--- src/mml_music_command_parser_macros.svh ---
// Assertion helpers for the music command parser.
`ifndef MML_MUSIC_COMMAND_PARSER_MACROS_SVH
`define MML_MUSIC_COMMAND_PARSER_MACROS_SVH

`ifndef SYNTHESIS
`define MML_ASSERT(label, prop) \
    label: assert property (@(posedge clk) disable iff (!rst_n) (prop)) \
        else $error("assertion failed");
`define MML_ASSERT_NEXT(label, ante, cons) \
    label: assert property (@(posedge clk) disable iff (!rst_n) (ante) |=> (cons)) \
        else $error("assertion failed");
`else
`define MML_ASSERT(label, prop)
`define MML_ASSERT_NEXT(label, ante, cons)
`endif

`endif

--- src/mml_pkg.sv ---
`default_nettype none
package mml_pkg;

    localparam logic [2:0] PH_IDLE       = 3'd0;
    localparam logic [2:0] PH_NOTE_ACC   = 3'd1;
    localparam logic [2:0] PH_NOTE_LEN   = 3'd2;
    localparam logic [2:0] PH_LEN_DIGITS = 3'd3;
    localparam logic [2:0] PH_P_START    = 3'd4;
    localparam logic [2:0] PH_NUM        = 3'd5;
    localparam logic [2:0] PH_OCT        = 3'd6;

    localparam logic [2:0] CMD_NONE = 3'd0;
    localparam logic [2:0] CMD_NOTE = 3'd1;
    localparam logic [2:0] CMD_P    = 3'd2;
    localparam logic [2:0] CMD_L    = 3'd3;
    localparam logic [2:0] CMD_T    = 3'd4;
    localparam logic [2:0] CMD_N    = 3'd5;
    localparam logic [2:0] CMD_O    = 3'd6;

    localparam int DIV_BITS = 18;
    localparam logic [DIV_BITS-1:0] DUR_DIVIDEND = 18'd240000;

    typedef struct packed {
        logic start;
        logic done;
    } div_ctl_t;

    function automatic logic [10:0] base_freq(input logic [3:0] semi);
        logic [10:0] f;
        begin
            case (semi)
                4'd0:    f = 11'd262;
                4'd1:    f = 11'd277;
                4'd2:    f = 11'd294;
                4'd3:    f = 11'd311;
                4'd4:    f = 11'd330;
                4'd5:    f = 11'd349;
                4'd6:    f = 11'd370;
                4'd7:    f = 11'd392;
                4'd8:    f = 11'd415;
                4'd9:    f = 11'd440;
                4'd10:   f = 11'd466;
                4'd11:   f = 11'd494;
                default: f = 11'd262;
            endcase
            return f;
        end
    endfunction

    function automatic logic [3:0] letter_semi(input logic [2:0] idx);
        logic [3:0] s;
        begin
            case (idx)
                3'd0:    s = 4'd9;
                3'd1:    s = 4'd11;
                3'd2:    s = 4'd0;
                3'd3:    s = 4'd2;
                3'd4:    s = 4'd4;
                3'd5:    s = 4'd5;
                3'd6:    s = 4'd7;
                default: s = 4'd0;
            endcase
            return s;
        end
    endfunction

    function automatic logic [10:0] pitch(input logic [3:0] semi, input logic [2:0] oct);
        logic [10:0] f;
        logic [2:0]  o;
        begin
            f = base_freq(semi);
            o = (oct > 3'd6) ? 3'd6 : oct;
            if (o < 3'd4)
                return f >> (3'd4 - o);
            return f << (o - 3'd4);
        end
    endfunction

endpackage
`default_nettype wire

--- src/mml_char_if.sv ---
`default_nettype none
interface mml_char_if;
    logic       valid;
    logic       ready;
    logic [7:0] char_code;
    logic       end_of_string;
    modport source (output valid, output char_code, output end_of_string, input ready);
    modport sink (input valid, input char_code, input end_of_string, output ready);
endinterface
`default_nettype wire

--- src/mml_event_if.sv ---
`default_nettype none
interface mml_event_if;
    logic        valid;
    logic        ready;
    logic        kind;
    logic [10:0] frequency;
    logic [13:0] duration;
    logic        last_of_run;
    modport source (output valid, output kind, output frequency, output duration,
                    output last_of_run, input ready);
    modport sink (input valid, input kind, input frequency, input duration,
                  input last_of_run, output ready);
endinterface
`default_nettype wire

--- src/mml_div.sv ---
`default_nettype none
// Restoring divider, one quotient bit per cycle.
module mml_div (
    input  wire logic                           clk,
    input  wire logic                           rst_n,
    input  wire logic                           start,
    input  wire logic [13:0]                    divisor,
    output logic                                done,
    output logic [mml_pkg::DIV_BITS-1:0]        quotient
);
    logic [mml_pkg::DIV_BITS-1:0] dvd_reg;
    logic [14:0]                  rem_reg;
    logic [4:0]                   cnt_reg;
    logic                         busy_reg;
    logic                         done_reg;
    logic [14:0]                  trial;
    logic [15:0]                  diff;

    assign trial = {rem_reg[13:0], dvd_reg[mml_pkg::DIV_BITS-1]};
    assign diff  = {1'b0, trial} - {2'b00, divisor};

    always_ff @(posedge clk or negedge rst_n)
    begin
        if (!rst_n)
        begin
            busy_reg <= 1'b0;
            done_reg <= 1'b0;
            cnt_reg  <= '0;
        end
        else
        begin
            done_reg <= 1'b0;
            if (start)
            begin
                busy_reg <= 1'b1;
                cnt_reg  <= 5'(mml_pkg::DIV_BITS);
            end
            else if (busy_reg)
            begin
                cnt_reg <= cnt_reg - 5'd1;
                if (cnt_reg == 5'd1)
                begin
                    busy_reg <= 1'b0;
                    done_reg <= 1'b1;
                end
            end
        end
    end

    always_ff @(posedge clk)
    begin
        if (start)
        begin
            dvd_reg <= mml_pkg::DUR_DIVIDEND;
            rem_reg <= '0;
        end
        else if (busy_reg)
        begin
            if (!diff[15])
            begin
                rem_reg <= diff[14:0];
                dvd_reg <= {dvd_reg[mml_pkg::DIV_BITS-2:0], 1'b1};
            end
            else
            begin
                rem_reg <= trial;
                dvd_reg <= {dvd_reg[mml_pkg::DIV_BITS-2:0], 1'b0};
            end
        end
    end

    assign done     = done_reg;
    assign quotient = dvd_reg;
endmodule
`default_nettype wire

--- src/mml_music_command_parser.sv ---
`default_nettype none
// Music macro string parser. One character is taken per transaction; the block
// then works on it alone and returns zero, one or two tone/rest events before
// taking the next character. The duration of each emitted event is set by the
// bit-serial duration divider (240000 / (tempo * length)), and the events are
// then offered on the output one after the other.
`include "mml_music_command_parser_macros.svh"
module mml_music_command_parser (
    input  wire logic          clk,
    input  wire logic          rst_n,
    mml_char_if.sink           chars,
    mml_event_if.source        events
);
    localparam logic [3:0] S_IDLE  = 4'd0;
    localparam logic [3:0] S_PARSE = 4'd1;
    localparam logic [3:0] S_START = 4'd2;
    localparam logic [3:0] S_FIN   = 4'd3;
    localparam logic [3:0] S_MUL   = 4'd4;
    localparam logic [3:0] S_DIV   = 4'd5;
    localparam logic [3:0] S_EOS   = 4'd6;
    localparam logic [3:0] S_RST   = 4'd7;
    localparam logic [3:0] S_OUT   = 4'd8;

    logic [3:0]  state_reg;
    logic [3:0]  ret_reg;
    logic [7:0]  c_reg;
    logic        eos_reg;
    logic [2:0]  phase_reg;
    logic [2:0]  cmd_reg;
    logic [2:0]  octave_reg;
    logic [6:0]  deflen_reg;
    logic [7:0]  tempo_reg;
    logic [9:0]  acc_reg;
    logic [3:0]  semi_reg;
    logic        dotted_reg;
    logic        seen_reg;
    logic        ev_kind_reg;
    logic [10:0] ev_freq_reg;
    logic [6:0]  ev_len_reg;
    logic        ev_dot_reg;
    logic [13:0] prod_reg;
    logic [1:0]  cnt_reg;
    logic        idx_reg;
    logic        res_kind_reg [2];
    logic [10:0] res_freq_reg [2];
    logic [13:0] res_dur_reg  [2];

    mml_pkg::div_ctl_t          div_ctl;
    logic [mml_pkg::DIV_BITS-1:0] quot;
    logic [13:0]                q14;
    logic [13:0]                dur;
    logic                       dig;
    logic                       nz;
    logic [3:0]                 digit;
    logic [13:0]                acc_x10;
    logic [9:0]                 acc_add;
    logic [7:0]                 cu;
    logic                       len_ok;
    logic [6:0]                 nm;
    logic [2:0]                 n_oct;
    logic [6:0]                 n_semi;

    assign div_ctl.start = (state_reg == S_MUL);

    mml_div u_div (
        .clk      (clk),
        .rst_n    (rst_n),
        .start    (div_ctl.start),
        .divisor  (prod_reg),
        .done     (div_ctl.done),
        .quotient (quot)
    );

    assign q14 = quot[13:0];
    assign dur = ev_dot_reg ? (q14 + {1'b0, q14[13:1]}) : q14;

    assign dig     = (c_reg >= 8'h30) && (c_reg <= 8'h39);
    assign nz      = (c_reg >= 8'h31) && (c_reg <= 8'h39);
    assign digit   = c_reg[3:0];
    assign acc_x10 = ({4'b0, acc_reg} << 3) + ({4'b0, acc_reg} << 1) + {10'b0, digit};
    assign acc_add = (acc_x10 > 14'd1023) ? 10'd1023 : acc_x10[9:0];
    assign cu      = ((c_reg >= 8'h61) && (c_reg <= 8'h7A)) ? (c_reg - 8'd32) : c_reg;
    assign len_ok  = (acc_reg >= 10'd1) && (acc_reg <= 10'd64);
    assign nm      = acc_reg[6:0] - 7'd1;

    always_comb
    begin
        n_oct = 3'd0;
        for (int k = 1; k <= 6; k++)
        begin
            if (nm >= 7'(12 * k))
                n_oct = 3'(k);
        end
        n_semi = nm - 7'(n_oct * 4'd12);
    end

    assign chars.ready        = (state_reg == S_IDLE);
    assign events.valid       = (state_reg == S_OUT);
    assign events.kind        = res_kind_reg[idx_reg];
    assign events.frequency   = res_freq_reg[idx_reg];
    assign events.duration    = res_dur_reg[idx_reg];
    assign events.last_of_run = ({1'b0, idx_reg} == (cnt_reg - 2'd1));

    always_ff @(posedge clk)
    begin
        if (state_reg == S_DIV && div_ctl.done && cnt_reg != 2'd2)
        begin
            res_kind_reg[cnt_reg[0]] <= ev_kind_reg;
            res_freq_reg[cnt_reg[0]] <= ev_freq_reg;
            res_dur_reg[cnt_reg[0]]  <= dur;
        end
        if (state_reg == S_MUL)
            prod_reg <= 14'(tempo_reg * ev_len_reg);
        if (state_reg == S_IDLE && chars.valid)
        begin
            c_reg   <= chars.char_code;
            eos_reg <= chars.end_of_string;
        end
    end

    always_ff @(posedge clk or negedge rst_n)
    begin
        if (!rst_n)
        begin
            state_reg   <= S_IDLE;
            ret_reg     <= S_EOS;
            phase_reg   <= mml_pkg::PH_IDLE;
            cmd_reg     <= mml_pkg::CMD_NONE;
            octave_reg  <= 3'd4;
            deflen_reg  <= 7'd4;
            tempo_reg   <= 8'd120;
            acc_reg     <= '0;
            semi_reg    <= '0;
            dotted_reg  <= 1'b0;
            seen_reg    <= 1'b0;
            cnt_reg     <= '0;
            idx_reg     <= 1'b0;
            ev_kind_reg <= 1'b0;
            ev_freq_reg <= '0;
            ev_len_reg  <= 7'd4;
            ev_dot_reg  <= 1'b0;
        end
        else
        begin
            unique case (state_reg)
                S_IDLE:
                begin
                    if (chars.valid)
                    begin
                        cnt_reg   <= '0;
                        idx_reg   <= 1'b0;
                        state_reg <= S_PARSE;
                    end
                end
                S_PARSE:
                begin
                    state_reg <= S_EOS;
                    ret_reg   <= S_START;
                    case (phase_reg)
                        mml_pkg::PH_NOTE_ACC, mml_pkg::PH_NOTE_LEN:
                        begin
                            if (phase_reg == mml_pkg::PH_NOTE_ACC &&
                                (c_reg == 8'h23 || c_reg == 8'h2B))
                            begin
                                semi_reg  <= (semi_reg >= 4'd11) ? 4'd0 : semi_reg + 4'd1;
                                phase_reg <= mml_pkg::PH_NOTE_LEN;
                            end
                            else if (phase_reg == mml_pkg::PH_NOTE_ACC && c_reg == 8'h2D)
                            begin
                                semi_reg  <= (semi_reg == 4'd0) ? 4'd11 : semi_reg - 4'd1;
                                phase_reg <= mml_pkg::PH_NOTE_LEN;
                            end
                            else if (nz)
                            begin
                                acc_reg   <= acc_add;
                                seen_reg  <= 1'b1;
                                phase_reg <= mml_pkg::PH_LEN_DIGITS;
                            end
                            else if (c_reg == 8'h2E)
                            begin
                                dotted_reg <= 1'b1;
                                ret_reg    <= S_EOS;
                                state_reg  <= S_FIN;
                            end
                            else
                                state_reg <= S_FIN;
                        end
                        mml_pkg::PH_LEN_DIGITS:
                        begin
                            if (dig)
                            begin
                                acc_reg  <= acc_add;
                                seen_reg <= 1'b1;
                            end
                            else if (c_reg == 8'h2E && cmd_reg == mml_pkg::CMD_NOTE)
                            begin
                                dotted_reg <= 1'b1;
                                ret_reg    <= S_EOS;
                                state_reg  <= S_FIN;
                            end
                            else
                                state_reg <= S_FIN;
                        end
                        mml_pkg::PH_P_START:
                        begin
                            if (nz)
                            begin
                                acc_reg   <= acc_add;
                                seen_reg  <= 1'b1;
                                phase_reg <= mml_pkg::PH_LEN_DIGITS;
                            end
                            else
                                state_reg <= S_FIN;
                        end
                        mml_pkg::PH_NUM:
                        begin
                            if (dig)
                            begin
                                acc_reg  <= acc_add;
                                seen_reg <= 1'b1;
                            end
                            else
                                state_reg <= S_FIN;
                        end
                        mml_pkg::PH_OCT:
                        begin
                            if (c_reg >= 8'h30 && c_reg <= 8'h36)
                            begin
                                octave_reg <= c_reg[2:0];
                                phase_reg  <= mml_pkg::PH_IDLE;
                                cmd_reg    <= mml_pkg::CMD_NONE;
                                acc_reg    <= '0;
                                seen_reg   <= 1'b0;
                                semi_reg   <= '0;
                                dotted_reg <= 1'b0;
                            end
                            else
                                state_reg <= S_FIN;
                        end
                        default:
                            state_reg <= S_START;
                    endcase
                end
                S_START:
                begin
                    state_reg <= S_EOS;
                    if (cu >= 8'h41 && cu <= 8'h47)
                    begin
                        cmd_reg   <= mml_pkg::CMD_NOTE;
                        semi_reg  <= mml_pkg::letter_semi(3'(cu - 8'h41));
                        phase_reg <= mml_pkg::PH_NOTE_ACC;
                    end
                    else if (cu == 8'h4F)
                    begin
                        cmd_reg   <= mml_pkg::CMD_O;
                        phase_reg <= mml_pkg::PH_OCT;
                    end
                    else if (cu == 8'h3E)
                    begin
                        if (octave_reg < 3'd6)
                            octave_reg <= octave_reg + 3'd1;
                    end
                    else if (cu == 8'h3C)
                    begin
                        if (octave_reg > 3'd0)
                            octave_reg <= octave_reg - 3'd1;
                    end
                    else if (cu == 8'h4C || cu == 8'h54 || cu == 8'h4E)
                    begin
                        cmd_reg   <= (cu == 8'h4C) ? mml_pkg::CMD_L :
                                     ((cu == 8'h54) ? mml_pkg::CMD_T : mml_pkg::CMD_N);
                        phase_reg <= mml_pkg::PH_NUM;
                    end
                    else if (cu == 8'h50)
                    begin
                        cmd_reg   <= mml_pkg::CMD_P;
                        phase_reg <= mml_pkg::PH_P_START;
                    end
                end
                S_FIN:
                begin
                    state_reg   <= ret_reg;
                    ev_dot_reg  <= 1'b0;
                    ev_len_reg  <= deflen_reg;
                    case (cmd_reg)
                        mml_pkg::CMD_NOTE:
                        begin
                            ev_kind_reg <= 1'b0;
                            ev_freq_reg <= mml_pkg::pitch(semi_reg, octave_reg);
                            ev_dot_reg  <= dotted_reg;
                            if (seen_reg && len_ok)
                                ev_len_reg <= acc_reg[6:0];
                            state_reg   <= S_MUL;
                        end
                        mml_pkg::CMD_P:
                        begin
                            ev_kind_reg <= 1'b1;
                            ev_freq_reg <= '0;
                            if (seen_reg && len_ok)
                                ev_len_reg <= acc_reg[6:0];
                            state_reg   <= S_MUL;
                        end
                        mml_pkg::CMD_L:
                        begin
                            if (len_ok)
                                deflen_reg <= acc_reg[6:0];
                        end
                        mml_pkg::CMD_T:
                        begin
                            if (acc_reg >= 10'd32 && acc_reg <= 10'd255)
                                tempo_reg <= acc_reg[7:0];
                        end
                        mml_pkg::CMD_N:
                        begin
                            if (acc_reg == 10'd0)
                            begin
                                ev_kind_reg <= 1'b1;
                                ev_freq_reg <= '0;
                                state_reg   <= S_MUL;
                            end
                            else if (acc_reg <= 10'd84)
                            begin
                                ev_kind_reg <= 1'b0;
                                ev_freq_reg <= mml_pkg::pitch(n_semi[3:0], n_oct);
                                state_reg   <= S_MUL;
                            end
                        end
                        default:
                        begin
                        end
                    endcase
                    phase_reg  <= mml_pkg::PH_IDLE;
                    cmd_reg    <= mml_pkg::CMD_NONE;
                    acc_reg    <= '0;
                    seen_reg   <= 1'b0;
                    semi_reg   <= '0;
                    dotted_reg <= 1'b0;
                end
                S_MUL:
                    state_reg <= S_DIV;
                S_DIV:
                begin
                    if (div_ctl.done)
                    begin
                        if (cnt_reg != 2'd2)
                            cnt_reg <= cnt_reg + 2'd1;
                        state_reg <= ret_reg;
                    end
                end
                S_EOS:
                begin
                    if (eos_reg)
                    begin
                        ret_reg   <= S_RST;
                        state_reg <= S_FIN;
                    end
                    else
                        state_reg <= (cnt_reg == 2'd0) ? S_IDLE : S_OUT;
                end
                S_RST:
                begin
                    octave_reg <= 3'd4;
                    deflen_reg <= 7'd4;
                    tempo_reg  <= 8'd120;
                    state_reg  <= (cnt_reg == 2'd0) ? S_IDLE : S_OUT;
                end
                S_OUT:
                begin
                    if (events.ready)
                    begin
                        if (events.last_of_run)
                            state_reg <= S_IDLE;
                        else
                            idx_reg <= 1'b1;
                    end
                end
                default:
                    state_reg <= S_IDLE;
            endcase
        end
    end

    `MML_ASSERT(a_cnt_max, cnt_reg != 2'd3)
    `MML_ASSERT(a_ready_excl, !(chars.ready && events.valid))
    `MML_ASSERT(a_done_in_div, div_ctl.done |-> state_reg == S_DIV)
    `MML_ASSERT_NEXT(a_mul_to_div, state_reg == S_MUL, state_reg == S_DIV)
    `MML_ASSERT(a_out_nonempty, events.valid |-> cnt_reg != 2'd0)
endmodule
`default_nettype wire
--- src/flat_wrapper.sv ---
// flat-port wrapper written by rule: the top's interface ports become plain ports
module mml_music_command_parser_flat 
  (clk, rst_n, chars_valid, chars_char_code, chars_end_of_string, chars_ready, events_valid, events_kind, events_frequency, events_duration, events_last_of_run, events_ready);
  mml_char_if chars_i ();
  mml_event_if events_i ();
  input  wire logic clk;
  input  wire logic rst_n;
  input wire logic [$bits(chars_i.valid)-1:0] chars_valid;
  input wire logic [$bits(chars_i.char_code)-1:0] chars_char_code;
  input wire logic [$bits(chars_i.end_of_string)-1:0] chars_end_of_string;
  output wire logic [$bits(chars_i.ready)-1:0] chars_ready;
  output wire logic [$bits(events_i.valid)-1:0] events_valid;
  output wire logic [$bits(events_i.kind)-1:0] events_kind;
  output wire logic [$bits(events_i.frequency)-1:0] events_frequency;
  output wire logic [$bits(events_i.duration)-1:0] events_duration;
  output wire logic [$bits(events_i.last_of_run)-1:0] events_last_of_run;
  input wire logic [$bits(events_i.ready)-1:0] events_ready;
  assign chars_i.valid = chars_valid;
  assign chars_i.char_code = chars_char_code;
  assign chars_i.end_of_string = chars_end_of_string;
  assign chars_ready = chars_i.ready;
  assign events_valid = events_i.valid;
  assign events_kind = events_i.kind;
  assign events_frequency = events_i.frequency;
  assign events_duration = events_i.duration;
  assign events_last_of_run = events_i.last_of_run;
  assign events_i.ready = events_ready;
  mml_music_command_parser u_core (.clk(clk), .rst_n(rst_n), .chars(chars_i), .events(events_i));
endmodule
--- config.mk ---
export PLATFORM = sky130hd
export DESIGN_NAME = mml_music_command_parser_flat
export DESIGN_NICKNAME = d
export VERILOG_FILES = /design/src/mml_pkg.sv /design/src/mml_char_if.sv /design/src/mml_event_if.sv /design/src/mml_div.sv /design/src/mml_music_command_parser.sv /design/src/flat_wrapper.sv
export VERILOG_INCLUDE_DIRS = /design/src /design/src/src
export SDC_FILE = /design/constraint.sdc
export NUM_CORES = 1
export LEC_CHECK = 0
export ABC_CLOCK_PERIOD_IN_PS = 5700
export BUFFER_PORTS_ARGS = -buffer_cell sky130_fd_sc_hd__buf_2
export CORE_ASPECT_RATIO = 1.1
export CORE_UTILIZATION = 55
export DETAILED_ROUTE_END_ITERATION = 10
export HOLD_SLACK_MARGIN = 0.02
export PLACE_DENSITY = 0.72
export SKIP_LAST_GASP = 1
export SLEW_MARGIN = 20
export SYNTH_ARGS = -nofsm -noshare
export SYNTH_HDL_FRONTEND = slang
export SYNTH_SLANG_ARGS = --single-unit
--- constraint.sdc ---
create_clock -name clk -period 5.7 [get_ports clk]
set_clock_uncertainty 0.1 [all_clocks]
set_input_delay 0 -clock clk [delete_from_list [all_inputs] [get_ports clk]]
set_output_delay 0 -clock clk [all_outputs]
set_load 0.02 [all_outputs]
==> impl_results.html <==
<table>
<tr><th>Metric</th><th>Value</th></tr>
<tr><th colspan="2">Status</th></tr>
<tr><td>Result of the run</td><td>finished clean</td></tr>
<tr><th colspan="2">CTS</th></tr>
<tr><td>CTS Buffer Depth</td><td>2</td></tr>
<tr><td>Clock tree from TritonCTS</td><td>built</td></tr>
<tr><td>Clock slew at the register clock pins of the worst setup and hold paths</td><td>0.08 ns</td></tr>
<tr><td>CTS sink cnt</td><td>183</td></tr>
<tr><td>Clock latency on the worst-skew pair</td><td>0.44 ns</td></tr>
<tr><td>Count of buffers added by post-CTS timing repair for setup</td><td>0</td></tr>
<tr><td>Cts bufs inserted</td><td>17</td></tr>
<tr><td>Buffer type at the clock tree root</td><td>clkbuf_16</td></tr>
<tr><td>CTS H-tree lvls</td><td>4</td></tr>
<tr><th colspan="2">Logic synthesis</th></tr>
<tr><td>Avg Inst Size Synth</td><td>9.17 µm²</td></tr>
<tr><td>Yosys warning total</td><td>0</td></tr>
<tr><td>Post-Syn Area</td><td>0.0141 mm²</td></tr>
<tr><td>Synthesized netlist cell count</td><td>1541</td></tr>
<tr><td>Share of async-settable or async-resettable flops after synthesis</td><td>0.415</td></tr>
<tr><td>Most frequently used flop master after synthesis</td><td>edfxtp_1</td></tr>
<tr><td>Register bit count reported by yosys</td><td>183</td></tr>
<tr><td>Netlist cell types</td><td>92</td></tr>
<tr><td>Proportion of synthesized chip area in sequential cells</td><td>0.340</td></tr>
<tr><td>Synth Net Count</td><td>1690</td></tr>
<tr><td>Post-synth EDFFs</td><td>75</td></tr>
<tr><th colspan="2">Drt</th></tr>
<tr><td>Average wire per cell in the routed design</td><td>17.2 µm</td></tr>
<tr><td>Iteration count of the initial detailed-routing pass</td><td>5</td></tr>
<tr><td>Vias per std cell</td><td>5.92</td></tr>
<tr><td>Total length of routed wires</td><td>32800 µm</td></tr>
<tr><td>Final routed DRC violation total</td><td>0</td></tr>
<tr><td>Vias after detailed routing</td><td>11.3k</td></tr>
<tr><td>Number of routed nets with antenna violations</td><td>0</td></tr>
<tr><td>DRT iter0 DRCs</td><td>842</td></tr>
<tr><th colspan="2">Final layout</th></tr>
<tr><td>Most common cell after layout, fill and taps aside</td><td>nand2_1</td></tr>
<tr><td>Fraction of layout cells with a size suffix above 1</td><td>0.113</td></tr>
<tr><td>Layout area overhead</td><td>8.22%</td></tr>
<tr><td>N_diodes</td><td>0</td></tr>
<tr><td>Final net count</td><td>1697</td></tr>
<tr><td>Post-layout utilization of the core</td><td>0.605</td></tr>
<tr><td>Leading cell types in the layout, fill and taps excluded</td><td>142 x nand2_1, 116 x nor2_1, 110 x inv_1, 103 x ha_1, 96 x a21oi_1</td></tr>
<tr><td>Finished layout cell area</td><td>0.0153 mm²</td></tr>
<tr><td>Max reg flops</td><td>28</td></tr>
<tr><th colspan="2">Global route</th></tr>
<tr><td>Global-route wire length before repair</td><td>54200 µm</td></tr>
<tr><td>Global-route usage over all layers</td><td>0.257</td></tr>
<tr><td>Vias in the first global route</td><td>10.7k</td></tr>
<tr><td>Routing layer with the top usage in global route</td><td>met2</td></tr>
<tr><td>Met2 track demand over resource</td><td>0.450</td></tr>
<tr><td>Met1 Resource Use GR</td><td>0.330</td></tr>
<tr><td>Met3 Resource Use GR</td><td>0.0298</td></tr>
<tr><td>Pin count of the biggest net entering global routing</td><td>77</td></tr>
<tr><td>Initial antenna violation count</td><td>0</td></tr>
<tr><td>Residual overflow from global routing</td><td>0</td></tr>
<tr><th colspan="2">Setup path</th></tr>
<tr><td>Kind of start point of the critical path</td><td>flop</td></tr>
<tr><td>Data required time at the worst endpoint</td><td>5.92 ns</td></tr>
<tr><td>Max stage delay cell, worst path</td><td>or4_1</td></tr>
<tr><td>Cell chain of the critical path</td><td>inv_1 -&gt; ha_1 -&gt; or3b_1 -&gt; nor4_2 -&gt; nor3_1 -&gt; or4_1 -&gt; ha_1 -&gt; xnor3_1 -&gt; xnor2_2 -&gt; nand2_1 -&gt; a32oi_1 -&gt; mux2i_1 -&gt; a211oi_1 -&gt; nor2_1 -&gt; a221o_1</td></tr>
<tr><td>CP dominant cell by count</td><td>ha_1</td></tr>
<tr><td>CP max stage delay</td><td>0.66 ns</td></tr>
<tr><td>Worst EP arrival</td><td>5.19 ns</td></tr>
<tr><td>R2R Path Start</td><td>u_core.acc_reg[0]</td></tr>
<tr><td>Beginning of the critical path</td><td>u_core.acc_reg[0]</td></tr>
<tr><td>Critical path class</td><td>reg2reg</td></tr>
<tr><td>Maximum fanout along the worst path</td><td>9</td></tr>
<tr><td>Delay-heaviest family, CP</td><td>simple AND/OR/NAND/NOR gates</td></tr>
<tr><td>Element type at the critical path end</td><td>flop</td></tr>
<tr><td>Number of buffers and inverters on the critical path</td><td>1</td></tr>
<tr><th colspan="2">Floorplan</th></tr>
<tr><td>Starting Density</td><td>0.559</td></tr>
<tr><td>Die extent in y</td><td>170 µm</td></tr>
<tr><td>Number of cell rows</td><td>61</td></tr>
<tr><td>Horizontal extent of the die</td><td>155 µm</td></tr>
<tr><td>Io pins</td><td>42</td></tr>
<tr><td>Die Footprint</td><td>0.0263 mm²</td></tr>
<tr><td>Core Footprint</td><td>0.0253 mm²</td></tr>
<tr><th colspan="2">Pwr</th></tr>
<tr><td>Switching power of the nets</td><td>4.82 mW</td></tr>
<tr><td>Power per cell area</td><td>652 mW/mm²</td></tr>
<tr><td>Logic gate share of total power</td><td>0.638</td></tr>
<tr><td>Total Power Consumption</td><td>9.96 mW</td></tr>
<tr><td>Switching part of the total power</td><td>0.484</td></tr>
<tr><td>Register share of total power</td><td>0.242</td></tr>
<tr><td>Proportion of power drawn by the clock network</td><td>0.121</td></tr>
<tr><td>Worst vdd ir</td><td>0.000418 V</td></tr>
<tr><td>Reported leakage power</td><td>6.68 nW</td></tr>
<tr><td>Int Power</td><td>5.15 mW</td></tr>
<tr><th colspan="2">Timing</th></tr>
<tr><td>Total negative slack</td><td>0 ns</td></tr>
<tr><td>Post-route worst hold slack</td><td>0.0404 ns</td></tr>
<tr><td>Clock period minus final worst setup slack</td><td>4.98 ns</td></tr>
<tr><td>Final number of max-transition violations</td><td>0</td></tr>
<tr><td>Number of setup violations in the final report</td><td>0</td></tr>
<tr><td>Ratio of final minimum period to clock period</td><td>0.873</td></tr>
<tr><td>Hold Violations, Final</td><td>0</td></tr>
<tr><td>Setup repair after global routing missed its margin</td><td>no</td></tr>
<tr><td>Worst slew margin</td><td>0.264</td></tr>
<tr><td>Fmax</td><td>201 MHz</td></tr>
<tr><td>Transition time at the pin with the least slew margin</td><td>1.09 ns</td></tr>
<tr><th colspan="2">Placement</th></tr>
<tr><td># port buffers</td><td>41</td></tr>
<tr><td>Final estimated routing congestion in global placement</td><td>0.899</td></tr>
<tr><td>Placed Instance Area</td><td>0.0146 mm²</td></tr>
<tr><td>Placed wire-length estimate after detailed placement</td><td>24000 µm</td></tr>
<tr><th colspan="2">Flow run</th></tr>
<tr><td># Max-Cap Violations</td><td>0</td></tr>
<tr><th colspan="2">Hold path</th></tr>
<tr><td>Hold Crit Class</td><td>in2async</td></tr>
</table>
-- power by group through the flow --
stage,Clock (mW),Combinational (mW),Sequential [mW]
after detailed placement,0,6.27,2.42
after global placement,0,6.18,2.41
after floorplan,0,5.27,2.10
after CTS,1.22,6.32,2.40
final,1.20,6.35,2.41
after global routing,1.28,7.08,2.47
-- synth_stat cells, types with 15 or more instances --
cell type | number | area share
dfrtp_1 | 68 | 0.12
nor2b_1 | 23 | 0.010
xnor2_1 | 36 | 0.022
mux2i_1 | 65 | 0.046
and2_1 | 32 | 0.014
nor2_1 | 116 | 0.031
xor2_1 | 16 | 0.0099
nand2b_1 | 17 | 0.0075
clkbuf_1 | 61 | 0.016
o21ai_0 | 74 | 0.026
mux2_2 | 47 | 0.037
o211ai_1 | 15 | 0.0080
a21oi_1 | 96 | 0.034
nand2_1 | 142 | 0.038
nand3_1 | 39 | 0.014
ha_1 | 103 | 0.091
a211oi_1 | 17 | 0.0090
dfxtp_1 | 32 | 0.045
edfxtp_1 | 75 | 0.16
fa_1 | 33 | 0.047
inv_1 | 110 | 0.029
nor3_1 | 42 | 0.015
and3_1 | 17 | 0.0075
-- path summary, 6_finish.rpt --
path,endpoint,slack [ns],depth (start not counted)
hold reg to reg,u_core.res_freq_reg[1][3],0.38,0
setup / recovery,u_core.ev_freq_reg[8],0.72,15
max in group asynchronous,u_core.u_div.busy_reg,4.89,2
hold / removal,u_core.acc_reg[8],0.04,2
setup reg to reg,u_core.ev_freq_reg[8],0.72,15
min in group clk,u_core.c_reg[1],0.17,2
-- metrics by stage --
stage                     cells  setup WS, ns
final                      1907         0.725
after detailed placement   1863         0.773
after floorplan            1541         0.866
after CTS                  1907         0.746
after global routing       1907         0.363
after global placement     1863         0.915
-- cell type report --
class	count	area, µm²
fillers	2147	9970
well taps	346	433
flip-flops and latches	183	4810
inverters	114	430
clock buffers	17	425
clock inverters	15	171
multi-input cells	1160	8550
repair buffers	72	474
-- kinds of logic after synthesis --
kind of cell               after synthesis  share of synthesized area
and+or+nand+nor                        496                      0.174
muxes                                  115                     0.0883
buffers and inverters                  198                     0.0548
adders and majority gates              136                      0.138
xor gates and xnor gates                54                     0.0350
AOI/OAI and AO/OA                      359                      0.170
DFF                                    183                      0.340
-- repair_timing --
action / in CTS / in global routing
setup endpoints to repair: 0 / 0
hold buffers: 12 / 0
endpoints found under the hold margin: 82 / 0
gates resized for setup: 0 / 0
-- per-layer routing --
| metal | vias up | wire length (µm) |
|---|---|---|
| li1 | 5550 | - |
| met1 | 5403 | 14500 |
| met2 | 280 | 16200 |
| met3 | 55 | 1200 |
| met4 | 0 | 879 |
| met5 | - | 0 |
(Power assumes the default switching activity.)
